`src/ipdhp_pkg.sv`:
```
// ipdhp_pkg: shared types and constants for the ipd request header parser
// holds the transfer payload structs, the parse step enum and the header literal
// no dependencies
package ipdhp_pkg;

  // character codes used by the header grammar
  localparam logic [7:0] CH_PLUS  = 8'h2B;  // '+'
  localparam logic [7:0] CH_I     = 8'h49;  // 'I'
  localparam logic [7:0] CH_P     = 8'h50;  // 'P'
  localparam logic [7:0] CH_D     = 8'h44;  // 'D'
  localparam logic [7:0] CH_COMMA = 8'h2C;  // ','
  localparam logic [7:0] CH_COLON = 8'h3A;  // ':'
  localparam logic [7:0] CH_SPACE = 8'h20;  // ' '
  localparam logic [15:0] ASCII_ZERO = 16'd48;

  // parse position
  typedef enum logic [3:0] {
    ST_PLUS    = 4'd0,
    ST_I       = 4'd1,
    ST_P       = 4'd2,
    ST_D       = 4'd3,
    ST_COMMA   = 4'd4,
    ST_CHANNEL = 4'd5,
    ST_LENGTH  = 4'd6,
    ST_METHOD  = 4'd7,
    ST_ROUTE   = 4'd8,
    ST_DONE    = 4'd9
  } step_t;

  typedef struct packed {
    logic [7:0] rx_byte;
    logic       new_window;
  } in_item_t;

  typedef struct packed {
    logic [7:0]  route_byte;
    logic [15:0] channel;
    logic        request_done;
  } out_item_t;

  // expected character of the "+IPD," literal at a header step
  function automatic logic [7:0] header_char(input step_t step);
    logic [7:0] ch;
    case (step)
      ST_PLUS: ch = CH_PLUS;
      ST_I:    ch = CH_I;
      ST_P:    ch = CH_P;
      ST_D:    ch = CH_D;
      default: ch = CH_COMMA;
    endcase
    return ch;
  endfunction

endpackage

```
`src/ipdhp_in_reg.sv`:
```
// ipdhp_in_reg: input register stage of the ipd request header parser
// captures one byte transfer and holds it until the parse stage takes it
// depends on ipdhp_pkg
module ipdhp_in_reg (
  input  logic                 clk,
  input  logic                 rst,
  input  logic                 in_valid,
  output logic                 in_ready,
  input  ipdhp_pkg::in_item_t  in_item,
  output logic                 held_valid,
  output ipdhp_pkg::in_item_t  held_item,
  input  logic                 take
);

  // room when empty or when the held byte leaves this cycle
  assign in_ready = !held_valid || take;

  // control
  always_ff @(posedge clk) begin
    if (rst) begin
      held_valid <= 1'b0;
    end else if (in_valid && in_ready) begin
      held_valid <= 1'b1;
    end else if (take) begin
      held_valid <= 1'b0;
    end
  end

  // payload
  always_ff @(posedge clk) begin
    if (in_valid && in_ready) begin
      held_item <= in_item;
    end
  end

endmodule

```
`src/ipdhp_fsm.sv`:
```
// ipdhp_fsm: parse state machine and channel accumulator
// consumes one held byte per cycle (a route byte needs a free output slot)
// forms the result item for route bytes; depends on ipdhp_pkg
module ipdhp_fsm (
  input  logic                 clk,
  input  logic                 rst,
  input  logic                 held_valid,
  input  ipdhp_pkg::in_item_t  held_item,
  input  logic                 out_free,
  output logic                 take,
  output logic                 res_valid,
  output ipdhp_pkg::out_item_t res_item
);

  ipdhp_pkg::step_t step;
  ipdhp_pkg::step_t step_next;
  logic [15:0]      channel_accum;
  logic [15:0]      channel_accum_next;

  ipdhp_pkg::step_t eff_step;
  logic [15:0]      eff_accum;
  logic [15:0]      accum_x10;
  logic [7:0]       c;
  logic             emits;

  // a new window restarts the parse before this byte
  assign c         = held_item.rx_byte;
  assign eff_step  = held_item.new_window ? ipdhp_pkg::ST_PLUS : step;
  assign eff_accum = held_item.new_window ? 16'd0 : channel_accum;
  assign accum_x10 = (eff_accum << 3) + (eff_accum << 1);

  // only route bytes need the output slot
  assign emits     = (eff_step == ipdhp_pkg::ST_ROUTE);
  assign take      = held_valid && (!emits || out_free);
  assign res_valid = take && emits;

  always_comb begin
    res_item.route_byte   = (c == ipdhp_pkg::CH_SPACE) ? 8'd0 : c;
    res_item.channel      = eff_accum;
    res_item.request_done = (c == ipdhp_pkg::CH_SPACE);
  end

  // next state and accumulator
  always_comb begin
    step_next          = eff_step;
    channel_accum_next = eff_accum;
    case (eff_step)
      ipdhp_pkg::ST_PLUS, ipdhp_pkg::ST_I, ipdhp_pkg::ST_P, ipdhp_pkg::ST_D,
      ipdhp_pkg::ST_COMMA: begin
        if (c == ipdhp_pkg::header_char(eff_step)) begin
          step_next = ipdhp_pkg::step_t'(eff_step + 4'd1);
          if (eff_step == ipdhp_pkg::ST_COMMA) begin
            channel_accum_next = 16'd0;
          end
        end else begin
          step_next = ipdhp_pkg::ST_PLUS;
        end
      end
      ipdhp_pkg::ST_CHANNEL: begin
        if (c == ipdhp_pkg::CH_COMMA) begin
          step_next = ipdhp_pkg::ST_LENGTH;
        end else begin
          channel_accum_next = accum_x10 + {8'd0, c} - ipdhp_pkg::ASCII_ZERO;
        end
      end
      ipdhp_pkg::ST_LENGTH: begin
        if (c == ipdhp_pkg::CH_COLON) begin
          step_next = ipdhp_pkg::ST_METHOD;
        end
      end
      ipdhp_pkg::ST_METHOD: begin
        if (c == ipdhp_pkg::CH_SPACE) begin
          step_next = ipdhp_pkg::ST_ROUTE;
        end
      end
      ipdhp_pkg::ST_ROUTE: begin
        if (c == ipdhp_pkg::CH_SPACE) begin
          step_next = ipdhp_pkg::ST_DONE;
        end
      end
      ipdhp_pkg::ST_DONE: begin
        step_next = ipdhp_pkg::ST_DONE;
      end
      default: begin
        step_next = ipdhp_pkg::ST_PLUS;
      end
    endcase
  end

  // state registers advance when the held byte is taken
  always_ff @(posedge clk) begin
    if (rst) begin
      step          <= ipdhp_pkg::ST_PLUS;
      channel_accum <= 16'd0;
    end else if (take) begin
      step          <= step_next;
      channel_accum <= channel_accum_next;
    end
  end

endmodule

```
`src/ipdhp_out_reg.sv`:
```
// ipdhp_out_reg: result register of the ipd request header parser
// holds one result until the downstream transfer completes
// depends on ipdhp_pkg
module ipdhp_out_reg (
  input  logic                  clk,
  input  logic                  rst,
  input  logic                  res_valid,
  input  ipdhp_pkg::out_item_t  res_item,
  output logic                  out_free,
  output logic                  out_valid,
  input  logic                  out_ready,
  output ipdhp_pkg::out_item_t  out_item
);

  // slot frees when empty or drained this cycle
  assign out_free = !out_valid || out_ready;

  always_ff @(posedge clk) begin
    if (rst) begin
      out_valid <= 1'b0;
    end else if (out_free) begin
      out_valid <= res_valid;
    end
  end

  always_ff @(posedge clk) begin
    if (out_free && res_valid) begin
      out_item <= res_item;
    end
  end

endmodule

```
`src/ipd_request_header_parser.sv`:
```
// ipd_request_header_parser: input register, parse stage and result register in order;
// throughput one byte per cycle unless a route byte waits on a stalled result,
// set by the single parse stage between two registers
// an input transfer is taken while a result waits, as long as that byte gives no result
// reset (rst, synchronous) empties both registers and returns the parse to idle
// depends on ipdhp_pkg, ipdhp_in_reg, ipdhp_fsm, ipdhp_out_reg
module ipd_request_header_parser (
  input  logic                  clk,
  input  logic                  rst,
  input  logic                  in_valid,
  output logic                  in_ready,
  input  ipdhp_pkg::in_item_t   in_item,
  output logic                  out_valid,
  input  logic                  out_ready,
  output ipdhp_pkg::out_item_t  out_item
);

  logic                 held_valid;
  ipdhp_pkg::in_item_t  held_item;
  logic                 take;
  logic                 out_free;
  logic                 res_valid;
  ipdhp_pkg::out_item_t res_item;

  ipdhp_in_reg u_in_reg (
    .clk        (clk),
    .rst        (rst),
    .in_valid   (in_valid),
    .in_ready   (in_ready),
    .in_item    (in_item),
    .held_valid (held_valid),
    .held_item  (held_item),
    .take       (take)
  );

  ipdhp_fsm u_fsm (
    .clk        (clk),
    .rst        (rst),
    .held_valid (held_valid),
    .held_item  (held_item),
    .out_free   (out_free),
    .take       (take),
    .res_valid  (res_valid),
    .res_item   (res_item)
  );

  ipdhp_out_reg u_out_reg (
    .clk       (clk),
    .rst       (rst),
    .res_valid (res_valid),
    .res_item  (res_item),
    .out_free  (out_free),
    .out_valid (out_valid),
    .out_ready (out_ready),
    .out_item  (out_item)
  );

endmodule

```
`config.mk`:
```
export PLATFORM = sky130hd
export DESIGN_NAME = ipd_request_header_parser
export DESIGN_NICKNAME = d
export VERILOG_FILES = /design/src/ipdhp_pkg.sv /design/src/ipdhp_in_reg.sv /design/src/ipdhp_fsm.sv /design/src/ipdhp_out_reg.sv /design/src/ipd_request_header_parser.sv
export SDC_FILE = /design/constraint.sdc
export NUM_CORES = 1
export LEC_CHECK = 0
export BUFFER_PORTS_ARGS = -buffer_cell sky130_fd_sc_hd__buf_2
export CORE_AREA = 4 4 73 101
export CTS_CLUSTER_SIZE = 40
export DETAILED_ROUTE_END_ITERATION = 10
export DIE_AREA = 0 0 77 105
export GPL_ROUTABILITY_DRIVEN = 0
export PLACE_DENSITY = 0.8
export SYNTH_ARGS = -nofsm -noshare
export SYNTH_HDL_FRONTEND = slang
export SYNTH_SLANG_ARGS = --single-unit
```
`constraint.sdc`:
```
create_clock -name clk -period 4.1 [get_ports clk]
set_input_delay 0.205 -clock clk [delete_from_list [all_inputs] [get_ports clk]]
set_output_delay 0.205 -clock clk [all_outputs]
set_load 0.02 [all_outputs]
```
Yosys cells after proc, flatten, opt, wreduce, memory -nomap -nowiden. Cells that the tools add are included.

Add/sub/neg operators: 4. Equal/unequal tests: 13. Mux-type cells: 16. Reductions and logical operators: 13.

Operators by type and width (number): $mux 16 (4); $pmux 16 s2 (1); $pmux 7 s4 (1); $eq 8x6->1 const B (3); $mux 4 (6); $pmux 4 s6 (1); $add 16x16->16 (1); $add 16x8->16 (1); $eq 4x3->1 const B (4); $sub 16x6->16 const B (1); $eq 4x2->1 const B (2); $eq 4x4->1 const B (2); $eq 8x8->1 (1); $mux 8 (1); $reduce_or 5->1 (1); $add 4x1->4 const B (1); $eq 4x1->1 const B (1); $logic_and 1x1->1 (4); $logic_not 4->1 (1); $logic_not 1->1 (3); $logic_or 1x1->1 (3); $mux 1 (2); $reduce_bool 2->1 (1).

Flip-flop bits (word level): 56. Input bits: 13. Output and inout bits: 27. Logic and storage cells: 55.

Logic depth before layout (Yosys ltp).
Depth in word-level cells: 8. Depth in mapped cells: 15. Mapped depth without buffers: 13.

By module. Synthesis repeated with hierarchy kept, for this count alone.

Cell total of the unflattened synthesis: 381. Area, all modules: 3813.7 sq um.

Modules (own cells, without submodules): ipdhp_fsm (times used 1, cells an instance 337, area each 2682.6 sq um, seq. area each 400.4 sq um); ipdhp_out_reg (times used 1, cells an instance 30, area each 805.8 sq um, seq. area each 770.7 sq um); ipdhp_in_reg (times used 1, cells an instance 14, area each 325.3 sq um, seq. area each 290.3 sq um).

Least setup slack after synthesis. OpenSTA, ideal clock, no wires.

Kind: flip-flop to flip-flop. From: register, netlist name u_in_reg.held_item[0]. To: register u_fsm.channel_accum[15]. Setup time: 0.117 ns. Arrival: 3.373 ns. Data required time: 3.983 ns. Slack: 0.611 ns. Cell stages (with the launch flop): 14. Path buffers: 2. Clock period less this slack: 3.489 ns. Cell sequence: edfxtp_1 clkbuf_1 clkbuf_1 nor2b_1 maj3_1 fa_1 inv_1 fa_1 nand2b_1 a21oi_1 o21ai_0 o21ai_0 xnor2_1 a22o_1.

RTL lines: to (signal assigned) (RTL line ipdhp_fsm.sv:97) `channel_accum <= channel_accum_next;`; to (decl) (RTL line ipdhp_fsm.sv:17) `logic [15:0] channel_accum;`.

Worst setup path in the final report.
From: register, netlist name u_in_reg.held_item[0]. To: register u_fsm.channel_accum[15].

Cells in the longest elaborated chain, start to end: 7. Elaborated cells on any way between the ends: 23. Classes of those cells: add/sub (3); eq/ne (7); mux (8); reduce/logical (5).

Ends and longest elaborated chain: branches (longest 7 deep; another with $add 16x16->16).

Several ways; the timed one is not identified. The select of a mux whose other input is x is not followed. A chain may end at the register's enable or synchronous reset.

==> reports/results.ini <==
[finish]
fin_util_pct = 61.5
drive_gt1_share_pct = 14.5
area_delta_synth_final_pct = 8.02
antenna_cells = 0
layout.nets = 462

[sta]
final.setup_skew_ns = 0.0102
post-route-min-period_ns = 3.57
fin_tns_setup_ns = 0
slew_headroom_pct = 39.0
finalHoldViolations = 0
rsz0062_at_grt = false
period_share_pct = 87.0
setup_violations = 0
max_freq_mhz = 280
tightest_slew_ns = 0.910
drv_slew = 0

[global_routing]
busiest_layer = met2
grt_max_degree = 32
grt_pass1_vias = 2775
antenna_found_initial = 0
grt_usage_pct = 20.4
grt_util_met1_pct = 25.3
grt_pass1_wl_um = 13400
grtUsageMet3_pct = 2.59
met2_usage_pct = 35.5
grt_overflow_total = 0

[critical_path]
end_kind = flip-flop
cp_data_arrival_time_ns = 3.78
cpPeakStageDelay_ns = 0.53
crit_buf_inv = 3
path_class = flip-flop to flip-flop
crit_path_start_kind = flip-flop
critical_path_required_ns = 4.31
cp_top_family = adder cells
cp_slowest_cell = fa_1
crit_fanout = 31
crit_chain = buf_4 > nand2b_1 > ha_1 > inv_1 > fa_1 > inv_1 > fa_1 > nand2b_1 > a21oi_1 > o21ai_0 > o21ai_0 > xnor2_1 > a22o_1

[drt]
routed_wl_um = 7950
drt_iter0_drc = 228
firstDrtPassIters = 6
num_vias = 2915
post_drt_wl_per_cell_um = 16.5
ant_nets = 0
viasPerCell = 6.06
drc = 0

[clock_network]
cts_tree = yes
clk_latency_ns = 0.31
clock_tree.root_cell = clkbuf_8
htreeDepth = 2
cts_sinks = 56
numCtsBuffers = 5
ctsResizeCount = 0
path_clk_slew_ns = 0.10
hold_buffers = 0
post_cts.repair.setup_buffers = 0
clock_path_buffers = 2

[yosys]
yosys-top-cells-area = edfxtp_1 (27%), ha_1 (13%), dfxtp_1 (12%)
yosysTopAreaCell = edfxtp_1
muxShareOfSynthArea_pct = 0.270
yosys-top-cells-count = inv_1 (44), ha_1 (39), edfxtp_1 (34)
synth_fp_nets = 435
yosys.area_share.simple_pct = 16.6
syn_inst = 379
ys_ff_latch = 56
async_flop_share_pct = 0
synth-compound-area-share_pct = 16.5
yosysWarnings = 0
synth_area_um2 = 3710
synthFlopType = edfxtp_1
synth_top_family_by_area = simple AND/OR/NAND/NOR gates
synth_most_common_cell = inv_1
ys_seq_area_share_pct = 39.4
synth_top_area_share_pct = 27.5
yosys.cell_types.count = 61
synth-edff-count = 34
synth-xor-area-share_pct = 4.01
syn_area_per_cell_um2 = 9.80
synth_fa_ha_area_share_pct = 15.6

[floorplan]
core_area_um2 = 6530
dieArea_um2 = 8090
die_h_um = 105
pin_count = 40
initial_utilization_pct = 56.9
dieWidth_um = 77
rows = 35

[power]
power_leakage_nw = 1.85
p_per_area_nw_per_um2 = 260
irDropWorstVdd_uv = 154

[min_path]
min_path_type = input pin to flip-flop

[run]
drv_cap = 0

[placement]
port_buffers = 39
dp_hpwl_um = 5930

[status]
status = finished clean

kinds of logic after synthesis:
kind of cell               after synthesis
xor gates and xnor gates                17
and+or+nand+nor                        109
AOI/OAI and AO/OA                       84
muxes                                    1
DFF                                     56
adders and majority gates               44
buffers and inverters                   68
per-layer routing:
metal  vias to the layer above  share of wire (%)
met5                         -                  0
met1                      1369                 40
met4                         0                3.7
met3                        28                6.1
li1                       1400                  -
met2                       118                 50
worst register-to-register path, cell delays in order (launching register included):
cell and delay (ns):
edfxtp_1 0.42, buf_4 0.25, nand2b_1 0.21, ha_1 0.28, inv_1 0.05, fa_1 0.53, inv_1 0.07, fa_1 0.45
nand2b_1 0.18, a21oi_1 0.24, o21ai_0 0.22, o21ai_0 0.25, xnor2_1 0.10, a22o_1 0.23
placed cells by master (no fill, tap or decap), types with 2 or more instances in the layout:
| cell | n |
|---|---|
| a211oi_1 | 4 |
| a21boi_0 | 2 |
| a21o_1 | 5 |
| a21oi_1 | 19 |
| a221oi_1 | 2 |
| a22o_1 | 12 |
| a31oi_1 | 4 |
| and2_1 | 2 |
| and3_1 | 2 |
| and4_1 | 2 |
| buf_2 | 39 |
| buf_4 | 5 |
| clkbuf_8 | 5 |
| dfxtp_1 | 22 |
| edfxtp_1 | 34 |
| fa_1 | 4 |
| ha_1 | 39 |
| inv_1 | 44 |
| nand2_1 | 17 |
| nand2b_1 | 18 |
| nand3_1 | 9 |
| nand4_1 | 4 |
| nor2_1 | 18 |
| nor2b_1 | 10 |
| nor3_1 | 7 |
| nor4_1 | 4 |
| o211ai_1 | 3 |
| o21ai_0 | 11 |
| o21bai_1 | 4 |
| o31ai_1 | 4 |
| or3_1 | 4 |
| xnor2_1 | 12 |
| xor2_1 | 5 |
final cells by class:
class,count,area (um^2)
fill,548,2510
multi-input combinational,255,1970
sequential,56,1460
timing repair buffer,44,233
inverter,44,165
tap,74,92.6
clock buffer,5,68.8
clock inverter,3,22.5
flip-flops by register name, indices dropped and copies added, names as in the netlist:
name and cells:
u_out_reg.out_item 25, u_out_reg.out_valid 1, u_in_reg.held_valid 1, u_in_reg.held_item 9, u_fsm.channel_accum 16, u_fsm.step 4
per-stage QoR:
| step | instance area (um^2) | cells | hold WS [ns] | total power, W | setup slack (ns) |
|---|---|---|---|---|---|
| 2_1_floorplan | 3710 | 379 | 0.304 | 0.000715 | 0.611 |
| 5_1_grt | 4010 | 481 | 0.0548 | 0.00108 | 0.228 |
| 3_5_place_dp | 3920 | 473 | 0.384 | 0.000745 | 0.540 |
| 4_1_cts | 4010 | 481 | 0.0619 | 0.00105 | 0.514 |
| 3_3_place_gp | 3920 | 473 | 0.382 | 0.000742 | 0.663 |
| 6_report | 4010 | 481 | 0.0677 | 0.00104 | 0.533 |
power by group:
part / switching, W / internal [W]
combinational: 0.0000674 / 0.0000502
clock: 0.000188 / 0.000123
sequential: 0.0000144 / 0.000602
total: 0.000269 / 0.000776
final timing paths:
check                         startpoint                      end  slack, ns  depth (start not counted)
hold reg to reg   u_fsm.channel_accum[3]   u_fsm.channel_accum[3]       0.49                          1
setup reg to reg   u_in_reg.held_item[0]  u_fsm.channel_accum[15]       0.53                         13
setup / recovery   u_in_reg.held_item[0]  u_fsm.channel_accum[15]       0.53                         13
hold / removal                in_item[7]    u_in_reg.held_item[7]       0.07                          1
Note: power is estimated with default switching activity, not from simulation.
